## config.mk

```make
export PLATFORM = sky130hd
export DESIGN_NAME = periodic_timer_table_top
export DESIGN_NICKNAME = d
export VERILOG_FILES = /design/src/design/ptt_pkg.sv /design/src/design/ptt_ram.sv /design/src/design/ptt_datapath.sv /design/src/design/ptt_ctrl.sv /design/src/design/periodic_timer_table_top.sv
export SDC_FILE = /design/constraint.sdc
export NUM_CORES = 2
export LEC_CHECK = 0
export BUFFER_PORTS_ARGS = -buffer_cell sky130_fd_sc_hd__buf_2
export CAP_MARGIN = 20
export CORE_UTILIZATION = 65
export CTS_CLUSTER_SIZE = 10
export DETAILED_ROUTE_END_ITERATION = 8
export PLACE_DENSITY = 0.82
export SLEW_MARGIN = 20
export SYNTH_ARGS = -nofsm -noshare
export SYNTH_HDL_FRONTEND = slang
export SYNTH_SLANG_ARGS = --single-unit
```

## constraint.sdc

```tcl
create_clock -name clk -period 23.9 [get_ports clk]
set_input_delay 1.195 -clock clk [delete_from_list [all_inputs] [get_ports clk]]
set_output_delay 1.195 -clock clk [all_outputs]
set_load 0.02 [all_outputs]
```

## src/design/ptt_pkg.sv

```systemverilog
package ptt_pkg;

    localparam logic [1:0] OP_TICK    = 2'd0;
    localparam logic [1:0] OP_SET     = 2'd1;
    localparam logic [1:0] OP_DESTROY = 2'd2;

    localparam logic [1:0] KIND_SET     = 2'd0;
    localparam logic [1:0] KIND_DESTROY = 2'd1;
    localparam logic [1:0] KIND_FIRE    = 2'd2;

    localparam logic [1:0] STAT_OK     = 2'd0;
    localparam logic [1:0] STAT_REJECT = 2'd1;
    localparam logic [1:0] STAT_FULL   = 2'd2;

    localparam int MAX_RESULTS = 16;
    localparam int FIRE_CW     = $clog2(MAX_RESULTS + 1);

    localparam int IN_DATA_W  = 176;
    localparam int OUT_DATA_W = 88;

    typedef struct packed {
        logic [31:0] id;
        logic [31:0] end_time;
        logic [31:0] interval;
        logic [31:0] remaining;
        logic [15:0] code;
        logic [31:0] destination;
    } slot_entry_t;

    typedef enum logic [3:0] {
        S_IDLE,
        S_DISPATCH,
        S_SET_SCAN,
        S_SET_REPLY,
        S_DES_SCAN,
        S_DES_REPLY,
        S_TICK_SCAN,
        S_TICK_EVAL,
        S_FLUSH
    } ptt_state_t;

    typedef struct packed {
        logic accept;
        logic scan_start;
        logic cand_load;
        logic cand_step;
        logic set_reply;
        logic des_reply;
        logic tick_commit;
        logic flush;
    } ptt_cmd_t;

    typedef struct packed {
        logic [1:0] op;
        logic       code_zero;
        logic       any_free;
        logic       scan_done;
        logic       scan_hit;
        logic       best_found;
        logic       fire_needed;
        logic       hold_valid;
        logic       out_free;
    } ptt_sts_t;

    function automatic logic [31:0] next_id(input logic [31:0] x);
        logic [31:0] n;
        n = x + 32'd1;
        return (n == 32'd0) ? 32'd1 : n;
    endfunction

endpackage

```

## src/design/ptt_ram.sv

```systemverilog
module ptt_ram #(
    parameter int WIDTH = 176,
    parameter int DEPTH = 16
) (
    input  logic                                     clk,
    input  logic                                     we,
    input  logic [((DEPTH > 1) ? $clog2(DEPTH) : 1)-1:0] waddr,
    input  logic [WIDTH-1:0]                         wdata,
    input  logic [((DEPTH > 1) ? $clog2(DEPTH) : 1)-1:0] raddr,
    output logic [WIDTH-1:0]                         rdata
);

    logic [WIDTH-1:0] mem [DEPTH];
    logic [WIDTH-1:0] rdata_reg;

    always_ff @(posedge clk)
    begin
        if (we)
        begin
            mem[waddr] <= wdata;
        end
        rdata_reg <= mem[raddr];
    end

    assign rdata = rdata_reg;

endmodule

```

## src/design/ptt_datapath.sv

```systemverilog
module ptt_datapath
    import ptt_pkg::*;
#(
    parameter int TIMERS = 16
) (
    input  logic                  clk,
    input  logic                  rst_n,
    input  ptt_cmd_t              cmd,
    output ptt_sts_t              sts,
    input  logic [IN_DATA_W-1:0]  in_data,
    input  logic [1:0]            in_op,
    output logic                  out_valid,
    input  logic                  out_ready,
    output logic [OUT_DATA_W-1:0] out_data,
    output logic [1:0]            out_kind,
    output logic                  out_last
);

    localparam int IW = (TIMERS > 1) ? $clog2(TIMERS) : 1;
    localparam int CW = $clog2(TIMERS + 1);
    localparam int EW = $bits(slot_entry_t);

    logic [1:0]         op_reg;
    logic [31:0]        now_reg;
    logic [31:0]        ivl_reg;
    logic signed [31:0] rep_reg;
    logic [15:0]        code_reg;
    logic [31:0]        dest_reg;
    logic [31:0]        target_reg;

    logic [TIMERS-1:0]  slot_valid_reg;
    logic [31:0]        id_counter_reg;
    logic [31:0]        cand_reg;
    logic [31:0]        prev_reg;
    logic               have_prev_reg;
    logic [FIRE_CW-1:0] fire_cnt_reg;

    logic [CW-1:0]      addr_cnt_reg;
    logic               rd_vld_reg;
    logic [IW-1:0]      rd_idx_reg;
    logic               match_reg;
    logic [IW-1:0]      match_idx_reg;
    logic               best_found_reg;
    logic [IW-1:0]      best_idx_reg;
    slot_entry_t        best_reg;

    logic               out_valid_reg;
    logic [1:0]         out_kind_reg;
    logic [31:0]        out_id_reg;
    logic [1:0]         out_status_reg;
    logic [15:0]        out_code_reg;
    logic [31:0]        out_dest_reg;
    logic               out_last_reg;
    logic               hold_valid_reg;
    logic [31:0]        hold_id_reg;
    logic [15:0]        hold_code_reg;
    logic [31:0]        hold_dest_reg;

    logic               ram_we;
    logic [IW-1:0]      ram_waddr;
    slot_entry_t        ram_wdata;
    logic [EW-1:0]      ram_rdata;
    slot_entry_t        rd_entry;
    slot_entry_t        new_entry;
    slot_entry_t        upd_entry;

    logic [IW-1:0]      free_idx;
    logic               any_free;
    logic               code_zero;
    logic [31:0]        key;
    logic               cur_valid;
    logic               cur_hit;
    logic               cur_cand;
    logic               fire_needed;
    logic               out_free;
    logic               set_ok;
    logic               push_out;
    logic               out_load;

    ptt_ram #(
        .WIDTH(EW),
        .DEPTH(TIMERS)
    ) u_ram (
        .clk  (clk),
        .we   (ram_we),
        .waddr(ram_waddr),
        .wdata(ram_wdata),
        .raddr(addr_cnt_reg[IW-1:0]),
        .rdata(ram_rdata)
    );

    assign rd_entry = slot_entry_t'(ram_rdata);

    always_comb
    begin
        free_idx = '0;
        for (int i = TIMERS - 1; i >= 0; i--)
        begin
            if (!slot_valid_reg[i])
            begin
                free_idx = IW'(i);
            end
        end
    end

    assign any_free  = !(&slot_valid_reg);
    assign code_zero = (code_reg == 16'd0);
    assign set_ok    = !code_zero && any_free;
    assign key       = (op_reg == OP_SET) ? cand_reg : target_reg;
    assign cur_valid = rd_vld_reg && slot_valid_reg[rd_idx_reg];
    assign cur_hit   = cur_valid && (rd_entry.id == key);
    assign cur_cand  = cur_valid && (!have_prev_reg || (rd_entry.id > prev_reg))
                       && (!best_found_reg || (rd_entry.id < best_reg.id));

    assign fire_needed = (best_reg.remaining != 32'd0) && (now_reg >= best_reg.end_time)
                         && (fire_cnt_reg < FIRE_CW'(MAX_RESULTS));
    assign out_free    = !out_valid_reg || out_ready;
    assign push_out    = cmd.tick_commit && fire_needed && hold_valid_reg;
    assign out_load    = cmd.set_reply || cmd.des_reply || cmd.flush || push_out;

    always_comb
    begin
        new_entry.id          = cand_reg;
        new_entry.end_time    = now_reg + ivl_reg;
        new_entry.interval    = ivl_reg;
        new_entry.remaining   = $unsigned(rep_reg);
        new_entry.code        = code_reg;
        new_entry.destination = dest_reg;

        upd_entry          = best_reg;
        upd_entry.end_time = best_reg.end_time + best_reg.interval;
        if (!best_reg.remaining[31])
        begin
            upd_entry.remaining = best_reg.remaining - 32'd1;
        end

        ram_we    = 1'b0;
        ram_waddr = free_idx;
        ram_wdata = new_entry;
        if (cmd.set_reply && set_ok)
        begin
            ram_we = 1'b1;
        end
        else if (cmd.tick_commit && fire_needed)
        begin
            ram_we    = 1'b1;
            ram_waddr = best_idx_reg;
            ram_wdata = upd_entry;
        end
    end

    always_ff @(posedge clk or negedge rst_n)
    begin
        if (!rst_n)
        begin
            slot_valid_reg <= '0;
            id_counter_reg <= '0;
            have_prev_reg  <= 1'b0;
            fire_cnt_reg   <= '0;
            addr_cnt_reg   <= CW'(TIMERS);
            rd_vld_reg     <= 1'b0;
            match_reg      <= 1'b0;
            best_found_reg <= 1'b0;
            out_valid_reg  <= 1'b0;
            hold_valid_reg <= 1'b0;
        end
        else
        begin
            if (cmd.accept)
            begin
                have_prev_reg <= 1'b0;
                fire_cnt_reg  <= '0;
            end

            if (cmd.scan_start)
            begin
                addr_cnt_reg   <= '0;
                rd_vld_reg     <= 1'b0;
                match_reg      <= 1'b0;
                best_found_reg <= 1'b0;
            end
            else
            begin
                if (addr_cnt_reg < CW'(TIMERS))
                begin
                    addr_cnt_reg <= addr_cnt_reg + CW'(1);
                    rd_vld_reg   <= 1'b1;
                end
                else
                begin
                    rd_vld_reg <= 1'b0;
                end
                if (cur_hit)
                begin
                    match_reg <= 1'b1;
                end
                if (cur_cand)
                begin
                    best_found_reg <= 1'b1;
                end
            end

            if (cmd.set_reply && set_ok)
            begin
                slot_valid_reg[free_idx] <= 1'b1;
                id_counter_reg           <= cand_reg;
            end
            else if (cmd.des_reply && match_reg)
            begin
                slot_valid_reg[match_idx_reg] <= 1'b0;
            end
            else if (cmd.tick_commit)
            begin
                have_prev_reg <= 1'b1;
                if (best_reg.remaining == 32'd0)
                begin
                    slot_valid_reg[best_idx_reg] <= 1'b0;
                end
                else if (fire_needed)
                begin
                    fire_cnt_reg <= fire_cnt_reg + FIRE_CW'(1);
                end
            end

            if (out_load)
            begin
                out_valid_reg <= 1'b1;
            end
            else if (out_ready)
            begin
                out_valid_reg <= 1'b0;
            end

            if (cmd.tick_commit && fire_needed)
            begin
                hold_valid_reg <= 1'b1;
            end
            else if (cmd.flush)
            begin
                hold_valid_reg <= 1'b0;
            end
        end
    end

    always_ff @(posedge clk)
    begin
        if (cmd.accept)
        begin
            op_reg     <= in_op;
            now_reg    <= in_data[31:0];
            ivl_reg    <= in_data[63:32];
            rep_reg    <= $signed(in_data[95:64]);
            code_reg   <= in_data[111:96];
            dest_reg   <= in_data[143:112];
            target_reg <= in_data[175:144];
        end

        if (cmd.cand_load)
        begin
            cand_reg <= next_id(id_counter_reg);
        end
        else if (cmd.cand_step)
        begin
            cand_reg <= next_id(cand_reg);
        end

        if (!cmd.scan_start && (addr_cnt_reg < CW'(TIMERS)))
        begin
            rd_idx_reg <= addr_cnt_reg[IW-1:0];
        end
        if (cur_hit)
        begin
            match_idx_reg <= rd_idx_reg;
        end
        if (cur_cand)
        begin
            best_idx_reg <= rd_idx_reg;
            best_reg     <= rd_entry;
        end

        if (cmd.tick_commit)
        begin
            prev_reg <= best_reg.id;
        end

        if (cmd.set_reply)
        begin
            out_kind_reg <= KIND_SET;
            out_code_reg <= 16'd0;
            out_dest_reg <= 32'd0;
            out_last_reg <= 1'b1;
            if (code_zero)
            begin
                out_id_reg     <= 32'd0;
                out_status_reg <= STAT_REJECT;
            end
            else if (!any_free)
            begin
                out_id_reg     <= 32'd0;
                out_status_reg <= STAT_FULL;
            end
            else
            begin
                out_id_reg     <= cand_reg;
                out_status_reg <= STAT_OK;
            end
        end
        else if (cmd.des_reply)
        begin
            out_kind_reg   <= KIND_DESTROY;
            out_id_reg     <= target_reg;
            out_status_reg <= match_reg ? STAT_OK : STAT_REJECT;
            out_code_reg   <= 16'd0;
            out_dest_reg   <= 32'd0;
            out_last_reg   <= 1'b1;
        end
        else if (cmd.flush || push_out)
        begin
            out_kind_reg   <= KIND_FIRE;
            out_id_reg     <= hold_id_reg;
            out_status_reg <= STAT_OK;
            out_code_reg   <= hold_code_reg;
            out_dest_reg   <= hold_dest_reg;
            out_last_reg   <= cmd.flush;
        end

        if (cmd.tick_commit && fire_needed)
        begin
            hold_id_reg   <= best_reg.id;
            hold_code_reg <= best_reg.code;
            hold_dest_reg <= best_reg.destination;
        end
    end

    always_comb
    begin
        sts.op          = op_reg;
        sts.code_zero   = code_zero;
        sts.any_free    = any_free;
        sts.scan_done   = rd_vld_reg && (rd_idx_reg == IW'(TIMERS - 1));
        sts.scan_hit    = match_reg || cur_hit;
        sts.best_found  = best_found_reg;
        sts.fire_needed = fire_needed;
        sts.hold_valid  = hold_valid_reg;
        sts.out_free    = out_free;
    end

    assign out_valid = out_valid_reg;
    assign out_data  = {6'd0, out_dest_reg, out_code_reg, out_status_reg, out_id_reg};
    assign out_kind  = out_kind_reg;
    assign out_last  = out_last_reg;

endmodule

```

## src/design/ptt_ctrl.sv

```systemverilog
module ptt_ctrl
    import ptt_pkg::*;
(
    input  logic     clk,
    input  logic     rst_n,
    input  logic     in_valid,
    output logic     in_ready,
    input  ptt_sts_t sts,
    output ptt_cmd_t cmd
);

    ptt_state_t state_reg;
    ptt_state_t state_next;

    always_ff @(posedge clk or negedge rst_n)
    begin
        if (!rst_n)
        begin
            state_reg <= S_IDLE;
        end
        else
        begin
            state_reg <= state_next;
        end
    end

    always_comb
    begin
        state_next = state_reg;
        case (state_reg)
            S_IDLE:
            begin
                if (in_valid)
                begin
                    state_next = S_DISPATCH;
                end
            end
            S_DISPATCH:
            begin
                case (sts.op)
                    OP_TICK:    state_next = S_TICK_SCAN;
                    OP_SET:     state_next = (sts.code_zero || !sts.any_free) ?
                                             S_SET_REPLY : S_SET_SCAN;
                    OP_DESTROY: state_next = S_DES_SCAN;
                    default:    state_next = S_IDLE;
                endcase
            end
            S_SET_SCAN:
            begin
                if (sts.scan_done && !sts.scan_hit)
                begin
                    state_next = S_SET_REPLY;
                end
            end
            S_SET_REPLY:
            begin
                if (sts.out_free)
                begin
                    state_next = S_IDLE;
                end
            end
            S_DES_SCAN:
            begin
                if (sts.scan_done)
                begin
                    state_next = S_DES_REPLY;
                end
            end
            S_DES_REPLY:
            begin
                if (sts.out_free)
                begin
                    state_next = S_IDLE;
                end
            end
            S_TICK_SCAN:
            begin
                if (sts.scan_done)
                begin
                    state_next = S_TICK_EVAL;
                end
            end
            S_TICK_EVAL:
            begin
                if (!sts.best_found)
                begin
                    state_next = S_FLUSH;
                end
                else if (!(sts.fire_needed && sts.hold_valid && !sts.out_free))
                begin
                    state_next = S_TICK_SCAN;
                end
            end
            S_FLUSH:
            begin
                if (!sts.hold_valid || sts.out_free)
                begin
                    state_next = S_IDLE;
                end
            end
            default:
            begin
                state_next = S_IDLE;
            end
        endcase
    end

    always_comb
    begin
        cmd      = '0;
        in_ready = 1'b0;
        case (state_reg)
            S_IDLE:
            begin
                in_ready   = 1'b1;
                cmd.accept = in_valid;
            end
            S_DISPATCH:
            begin
                case (sts.op)
                    OP_TICK:
                    begin
                        cmd.scan_start = 1'b1;
                    end
                    OP_SET:
                    begin
                        cmd.cand_load  = !sts.code_zero && sts.any_free;
                        cmd.scan_start = !sts.code_zero && sts.any_free;
                    end
                    OP_DESTROY:
                    begin
                        cmd.scan_start = 1'b1;
                    end
                    default:
                    begin
                        cmd.scan_start = 1'b0;
                    end
                endcase
            end
            S_SET_SCAN:
            begin
                cmd.cand_step  = sts.scan_done && sts.scan_hit;
                cmd.scan_start = sts.scan_done && sts.scan_hit;
            end
            S_SET_REPLY:
            begin
                cmd.set_reply = sts.out_free;
            end
            S_DES_REPLY:
            begin
                cmd.des_reply = sts.out_free;
            end
            S_TICK_EVAL:
            begin
                if (sts.best_found && !(sts.fire_needed && sts.hold_valid && !sts.out_free))
                begin
                    cmd.tick_commit = 1'b1;
                    cmd.scan_start  = 1'b1;
                end
            end
            S_FLUSH:
            begin
                cmd.flush = sts.hold_valid && sts.out_free;
            end
            default:
            begin
                cmd = '0;
            end
        endcase
    end

endmodule

```

## src/design/periodic_timer_table_top.sv

```systemverilog
// Periodic timer table: up to TIMERS timers with repeat counts.
// Input channel s_axis_*: one item is a tick, set or destroy operation
// (tuser selects it). Output channel m_axis_*: set and destroy each give one
// reply; a tick gives one fire item per due timer (at most 16), in ascending
// id order, and none when nothing is due. tlast marks the final item of an
// operation.
// Every operation searches the table by one slot per cycle through the
// single read port of the slot RAM. A destroy makes one pass. A set is
// answered without a pass when rejected or full; else it makes one pass
// per candidate id, moving to the next id while the candidate is live.
// A tick makes one pass per live timer, in ascending id order, and a last
// pass that finds no timer left.
// The next item is taken as soon as the previous operation is finished,
// even while its last result waits in the output register.
// Reset frees all timers and clears the id counter; no clearing pass.
// When the receiver stalls, results wait in the output register and one
// hold register, and the table scan pauses until there is room.
module periodic_timer_table_top
    import ptt_pkg::*;
#(
    parameter int TIMERS = 16
) (
    input  logic                  clk,
    input  logic                  rst_n,
    input  logic                  s_axis_tvalid,
    output logic                  s_axis_tready,
    // now_seconds, interval_seconds, repeat_count, message_code, destination, target_id
    input  logic [IN_DATA_W-1:0]  s_axis_tdata,
    // operation
    input  logic [1:0]            s_axis_tuser,
    output logic                  m_axis_tvalid,
    input  logic                  m_axis_tready,
    // result_id, status, fired_code, fired_destination, zero pad
    output logic [OUT_DATA_W-1:0] m_axis_tdata,
    // result_kind
    output logic [1:0]            m_axis_tuser,
    output logic                  m_axis_tlast
);

    ptt_cmd_t cmd;
    ptt_sts_t sts;

    ptt_ctrl u_ctrl (
        .clk     (clk),
        .rst_n   (rst_n),
        .in_valid(s_axis_tvalid),
        .in_ready(s_axis_tready),
        .sts     (sts),
        .cmd     (cmd)
    );

    ptt_datapath #(
        .TIMERS(TIMERS)
    ) u_datapath (
        .clk      (clk),
        .rst_n    (rst_n),
        .cmd      (cmd),
        .sts      (sts),
        .in_data  (s_axis_tdata),
        .in_op    (s_axis_tuser),
        .out_valid(m_axis_tvalid),
        .out_ready(m_axis_tready),
        .out_data (m_axis_tdata),
        .out_kind (m_axis_tuser),
        .out_last (m_axis_tlast)
    );

    assert property (@(posedge clk) disable iff (!rst_n)
        s_axis_tready |-> !sts.hold_valid)
        else $error("fire item still held while idle");

    assert property (@(posedge clk) disable iff (!rst_n)
        (cmd.tick_commit && sts.fire_needed && sts.hold_valid) |-> sts.out_free)
        else $error("fire item pushed into a busy output register");

    assert property (@(posedge clk) disable iff (!rst_n)
        (cmd.set_reply || cmd.des_reply) |=> (m_axis_tvalid && m_axis_tlast))
        else $error("reply not presented as final item");

endmodule
```

[Yosys cells after proc, flatten, opt, wreduce, memory -nomap -nowiden]
Memory sizes are Yosys's and may differ from the RTL's. A register that Yosys moved wholly into a read port is not among the register bits.
Index checks and enable logic that the tools add are counted.
Word-level totals
  flip-flop bits (word level): 663
  memory bits (writable): 2816
  output and inout bits: 93
  latch bits: 0
  memory bits (read-only): 0
  memories: 1
Operators by class
  equal/unequal tests: 19
  $mul: 0
  multiplexer cells: 100
  bitwise operators: 5
  reduce and logical (&&, ||, !) cells: 65
  shift operators: 0
  divide/modulo/power cells: 0
  $add $sub $neg: 7
  magnitude comparators: 12
Memories
  u_datapath.u_ram.mem: depth 16, bits a word 176, read ports 1, clocked after memory_dff 1, wr ports 1, RTL line ptt_ram.sv:13  | logic [WIDTH-1:0] mem [DEPTH];
Operator list (number)
  $mux 176: 2
  $mux 32: 11
  $mux 4: 26
  $logic_not 32->1: 3
  $add 32x1->32 const B: 2
  $add 32x32->32: 2
  $mux 16: 4
  $mux 5: 8
  $mux 1: 36
  $and 16x16->16: 2
  $eq 32x32->1: 1
  $ge 32x32->1: 1
  $gt 32x32->1: 1
  $lt 32x32->1: 1
  $not 16->16: 2
  $pmux 4 s8: 1
  $reduce_bool 32->1: 1
  $sub 32x1->32 const B: 1
  $logic_and 1x1->1: 22
  $lt 4x5->1 const B: 4
  $eq 4x3->1 const B: 4
  $logic_not 16->1: 1
  $or 16x16->16: 1
  $reduce_and 16->1: 1
  other kinds (26): 70

[Logic depth before layout (Yosys ltp)]
  depth after elaboration: 22
  depth in mapped cells: 13
  gate-level depth less buffers: 12

[By module]
Synthesis repeated with hierarchy kept, for this count alone.
Unflattened totals
  cells, all modules: 7441
  area total of the unflattened synthesis: 142550.5 µm²
By module, submodules not included
  ptt_ram: cells an instance 4601, times used 1, sequential area each 88084.5 µm², area an instance 109134.7 µm²
  ptt_datapath: cells an instance 2782, times used 1, sequential area each 18959.4 µm², area an instance 32931.6 µm²
  ptt_ctrl: cells an instance 58, times used 1, sequential area each 100.1 µm², area an instance 484.2 µm²

[Worst setup path after synthesis]
OpenSTA, ideal clock, no wires.
  path kind: register -> register
  from: register u_datapath.best_reg[161] in the netlist's numbering
  to: register u_datapath.best_idx_reg[0], enable pin
  data required time: 22.914 ns
  clock period less this slack: 15.855 ns
  arrival: 14.869 ns
  library setup time: 0.986 ns
  stages on the path, launching flop included: 12
  path slack: 8.045 ns
  path through: edfxtp_1 inv_1 ha_1 a21o_1 a21o_1 a21o_1 a21o_1 a21oi_1 o21ai_0 a21oi_1 o211ai_1 a211oi_1
Between the ends
  cells in the longest elaborated chain, start to end: 3
Ends and longest elaborated chain
  start, declared: RTL line ptt_datapath.sv:45  | slot_entry_t best_reg;
  start signal, assigned: RTL line ptt_datapath.sv:278  | best_reg <= rd_entry;
  $lt 32x32->1: RTL line ptt_datapath.sv:113  | && (!best_found_reg || (rd_entry.id < best_reg.id));
  $logic_or 1x1->1: RTL line ptt_datapath.sv:113
  $logic_and 1x1->1: RTL line ptt_datapath.sv:113
  via u_datapath.cur_cand: RTL line ptt_datapath.sv:73  | logic cur_cand;
  end signal, assigned: RTL line ptt_datapath.sv:277  | best_idx_reg <= rd_idx_reg;
  end, declared: RTL line ptt_datapath.sv:44  | logic [IW-1:0] best_idx_reg;
The timed path passes the listed nets, and every way through them passes these cells.
A chain may end at the register's enable or synchronous reset.

[Worst setup path after layout]
  from: register u_datapath.best_reg[142] in the netlist's numbering
  to: memory u_datapath.u_ram.mem[10][48], enable pin
Between the ends
  cells in the longest elaborated chain, start to end: 14
  elaborated cells on any way between the ends: 16
  those cells by class: order compare (1); mux (8); reduce/logical (7)
Ends and longest elaborated chain
  $ge 32x32->1 *: RTL line ptt_datapath.sv:115  | assign fire_needed = (best_reg.remaining != 32'd0) && (now_reg >= best_reg.end_time)
  $logic_and 1x1->1 *: RTL line ptt_datapath.sv:115
  $logic_and 1x1->1 *: RTL line ptt_datapath.sv:116  | && (fire_cnt_reg < FIRE_CW'(MAX_RESULTS));
  $logic_and 1x1->1 (2 in series): RTL line ptt_ctrl.sv:155  | if (sts.best_found && !(sts.fire_needed && sts.hold_valid && !sts.out_free))
  $logic_not 1->1
  $logic_and 1x1->1: RTL line ptt_ctrl.sv:155
  $mux 1: RTL line ptt_ctrl.sv:155
  $mux 1: RTL line ptt_ctrl.sv:112  | case (state_reg)
  $logic_and 1x1->1 *: RTL line ptt_datapath.sv:144  | else if (cmd.tick_commit && fire_needed)
  $mux 1: RTL line ptt_datapath.sv:144
  $mux 1: RTL line ptt_datapath.sv:140  | if (cmd.set_reply && set_ok)
  $mux 1: RTL line ptt_ram.sv:18  | if (we)
  $mux 1 (not written as such): RTL line ptt_ram.sv:20  | mem[waddr] <= wdata;
  end, declared: RTL line ptt_ram.sv:13
Every way passes the cells marked *; elsewhere a longest branch is shown, timed or not.

==> reports/results.txt <==
The clock-pin slew reported for the worst setup and hold paths after clock tree synthesis came out at 0.06 ns. The max capacitance violation total is 0, and the switching power of the nets is 6070 uW. Pin placement for this block handled 275 I/O pins. The switching share of power works out to 0.315. The logs give 0 for the number of gates resized after CTS and 0 ns for the summed negative setup slack over all endpoints. The total power per unit cell area is 120 mW/mm2, and the total number of vias is 82558. For the number of buffers inserted for hold repair after clock tree synthesis, the log shows 0.

Counting flops with a built-in enable in the synthesized netlist gives 3360. Internal power comes to 13200 uW. Via count of the first global-routing pass: 83097.

TritonCTS built the clock tree. The portion of total power attributed to sequential cells is 0.446, and the cell total after placement is 11148. For the worst setup path, the data required time is 24.46 ns.

The logs give 8.10 ns for the arrival time reported for the critical path endpoint and 0.223 mm2 for the area of the die. Setup repair after global routing left no endpoint under its margin. The critical path startpoint category was a flip-flop. The number of iterations in the first detailed-routing pass is 6. The tightest hold path in the finished design has a slack of 0.141 ns.

The proportion of layout cells with a drive suffix above 1 is 0.178, and the number of flip-flops under the largest register name is 2816. At the pin with the least slew margin, the transition time is 1.21 ns. The cell area after layout was 0.161 mm2. Summing internal, switching and leakage power gives 19300 uW. The initialized floorplan defines 172 standard-cell rows.

The top cell type's share of synthesized area is 0.701, and the minimum clock period after layout is 7.54 ns. The sum of net half-perimeters after detailed placement is 193000 um, and the gate count of the mapped netlist is 8191. The clock net in this run drives a total of 3655 sinks.

The leakage power summed over all cells is 0.0551 uW, and the final setup skew is 0.117 ns. STA classifies the critical path endpoint as a flip-flop. Based on the critical path, the design can be clocked at up to 133 MHz. The run finished with clean final reports.

Entering global routing, the biggest net connects 152 pins. The number of violations reported at the end of detailed-routing iteration 0 was 11880. The sequential area share after synthesis is 0.744, and the clock group share of total power is 0.297. The netlist area before placement came out at 0.144 mm2.

The depth of the CTS H-tree was 5. The logs give 0 for the remaining antenna violation count and 0.329 for the global-route usage over all layers. For the global-route wire length before repair, the log shows 540000 um. The synthesized area per cell was 17.6 um2. The biggest area contributor in the post-synthesis netlist is edfxtp_1. The fraction of synthesis flops using an asynchronous set or reset pin came out at 0.0186.

The critical path in this run is classified as flip-flop to flip-flop. The logs give 4 for the maximum clock path buffer count and 371000 um for the overall routed net length. Buffers inserted during clock tree synthesis total 419. After detailed routing, the number of remaining DRC violations is 0.

In this run the horizontal extent of the chip is 473 um. The run gives 11902 as the non-filler instance count after layout. Yosys attributes the largest share of cell area to edfxtp_1, mux4_2, mux2i_1.

The area growth from synthesis to layout is 11.8%. In the synthesized netlist the dominant register cell turns out to be edfxtp_1. In this run the post-CTS setup repair buffer count came out at 0. Path class of the lowest-slack min-delay path: input port to asynchronous set/reset pin.

Setup violations remaining at the end of the flow were counted as 0. The run gives 0 as the count of endpoints failing hold in the final timing report. The average vias per placed instance is 6.94, and the worst-case headroom to the max-slew limit is 0.191. The tools report the residual overflow from global routing as 0.

The area of the core region came out at 0.220 mm2. The starting utilization of the core area came out at 0.655. The run gives 0.257 as the combinational power share.

For this run, the number of Yosys warnings is 0. The tools report the number of antenna violations at the first check in global routing as 16. Clock tree synthesis selected as its root buffer the cell clkbuf_16.

The congestion estimate from routability-driven global placement came to 0.945. The post-placement cell area was 0.149 mm2; the die height was 473 um. In this run, distinct cell masters in the synthesized netlist total 90. The count of buffers from port buffering came out at 268. For the worst-skew pair, the clock arrives at the later sink with an insertion delay of 1.00 ns. The run gives 0 as the number of max-slew violations in the final report. Dividing the detail-routed wire length by the instance count gives 31.1 um. After the last flow step, the layout net total stands at 8964. IR analysis of the VDD net gives a maximum drop of 0.0000997 V. In this run, synthesis produced a sequential element count of 3655. The top fanout value on the critical path was 53. The post-route clock period utilization is 0.316.
-- path summary, 6_finish.rpt --
kind                                                         start                                         to  slack, ns  depth (start not counted)
worst max-delay path            u_datapath.best_reg[142]$_DFFE_PP_     u_datapath.u_ram.mem[10][48]$_DFFE_PP_      16.36                         13
worst min-delay path                                         rst_n  u_datapath.id_counter_reg[30]$_DFFE_PN0P_       0.14                          1
worst max register to register  u_datapath.best_reg[142]$_DFFE_PP_     u_datapath.u_ram.mem[10][48]$_DFFE_PP_      16.36                         13
worst min register to register  u_datapath.u_ram.rdata[30]$_DFF_P_          u_datapath.best_reg[30]$_DFFE_PP_       0.37                          0
max in group asynchronous                                    rst_n       u_datapath.fire_cnt_reg[3]$_DFF_PN0_      22.55                          2
min in group clk                                 s_axis_tdata[133]          u_datapath.dest_reg[21]$_DFFE_PP_       0.37                          1
-- synth_stat cells, drive strengths merged (12+ instances only) --
master,count
a211o,13
a211oi,15
a21o,61
a21oi,340
a221oi,179
a22oi,176
a31oi,16
and3,25
and4,12
buf,142
clkbuf,265
dfrtp,67
dfxtp,227
edfxtp,3360
ha,163
inv,133
mux2,292
mux2i,654
mux4,357
nand2,412
nand2b,30
nand3,62
nand4,50
nor2,218
nor2b,25
nor3,33
nor4,40
o21a,12
o21ai,475
o221ai,14
o22ai,12
or3,13
xnor2,104
xor2,70
-- logic make-up (layout without fill, tap and decap cells) --
group | Yosys count | in the layout | share of synthesized area
flip-flops | 3655 | 3655 | 0.744
AO/OA/AOI/OAI | 1391 | 1391 | 0.0605
multiplexers | 1303 | 1303 | 0.124
buffers and inverters | 540 | 1281 | 0.0151
adder cells (fa/ha/maj) | 165 | 165 | 0.0144
XOR/XNOR | 174 | 174 | 0.0106
other | 1 | 13 | 0.0000260
AND/OR/NAND/NOR | 962 | 962 | 0.0314
-- worst max-delay path, stage by stage, from the launching register on --
cell	delay (ns)
edfxtp_1	0.42
inv_1	0.11
ha_1	0.25
a21o_1	0.19
a21oi_1	0.29
o2111ai_1	0.32
a211o_1	0.35
a21oi_1	0.80
nor3_4	0.20
mux2i_1	0.40
nor2_4	0.86
buf_4	0.82
buf_4	0.96
buf_4	0.98
-- layer usage --
metal | part of all wire | GRT usage
met5 | 0.00015 | 0
met4 | 0.041 | 0.133
met3 | 0.11 | 0.0650
met2 | 0.48 | 0.526
met1 | 0.36 | 0.451
-- cell type report --
type / instances / area [um2]
diodes: 7 / 17.5
clock buffers: 726 / 11800
clock inverters: 15 / 196
fillers: 12127 / 59000
inverters: 133 / 507
multi-input cells: 4001 / 35000
flip-flops and latches: 3655 / 107000
well taps: 2958 / 3700
repair buffers: 407 / 2590
-- per-stage QoR --
step | util | setup WS [ns]
2_1_floorplan | - | 8.04
3_3_place_gp | 0.676 | 16.35
3_5_place_dp | 0.677 | 16.13
4_1_cts | 0.731 | 15.98
5_1_grt | 0.732 | 16.26
6_report | 0.732 | 16.36
-- cells in the final DEF, fill, tap and decap left out, drive strengths merged, types with 140 or more instances in the layout --
master	instances
dfxtp	227
clkbuf	727
mux2	292
mux4	357
ha	163
o21ai	475
buf	406
a21oi	340
nand2	412
edfxtp	3360
mux2i	654
a22oi	176
nor2	218
a221oi	179
inv	140
-- power groups by stage --
stage          logic (uW)  clock network [uW]  registers [uW]
3_3_place_gp         4610                   0            8650
2_1_floorplan        3400                   0            8540
6_report             4960                5720            8590
5_1_grt              5270                5990            8620
3_5_place_dp         4750                   0            8670
4_1_cts              4870                5740            8570
Note: power is estimated with default switching activity, not from simulation.
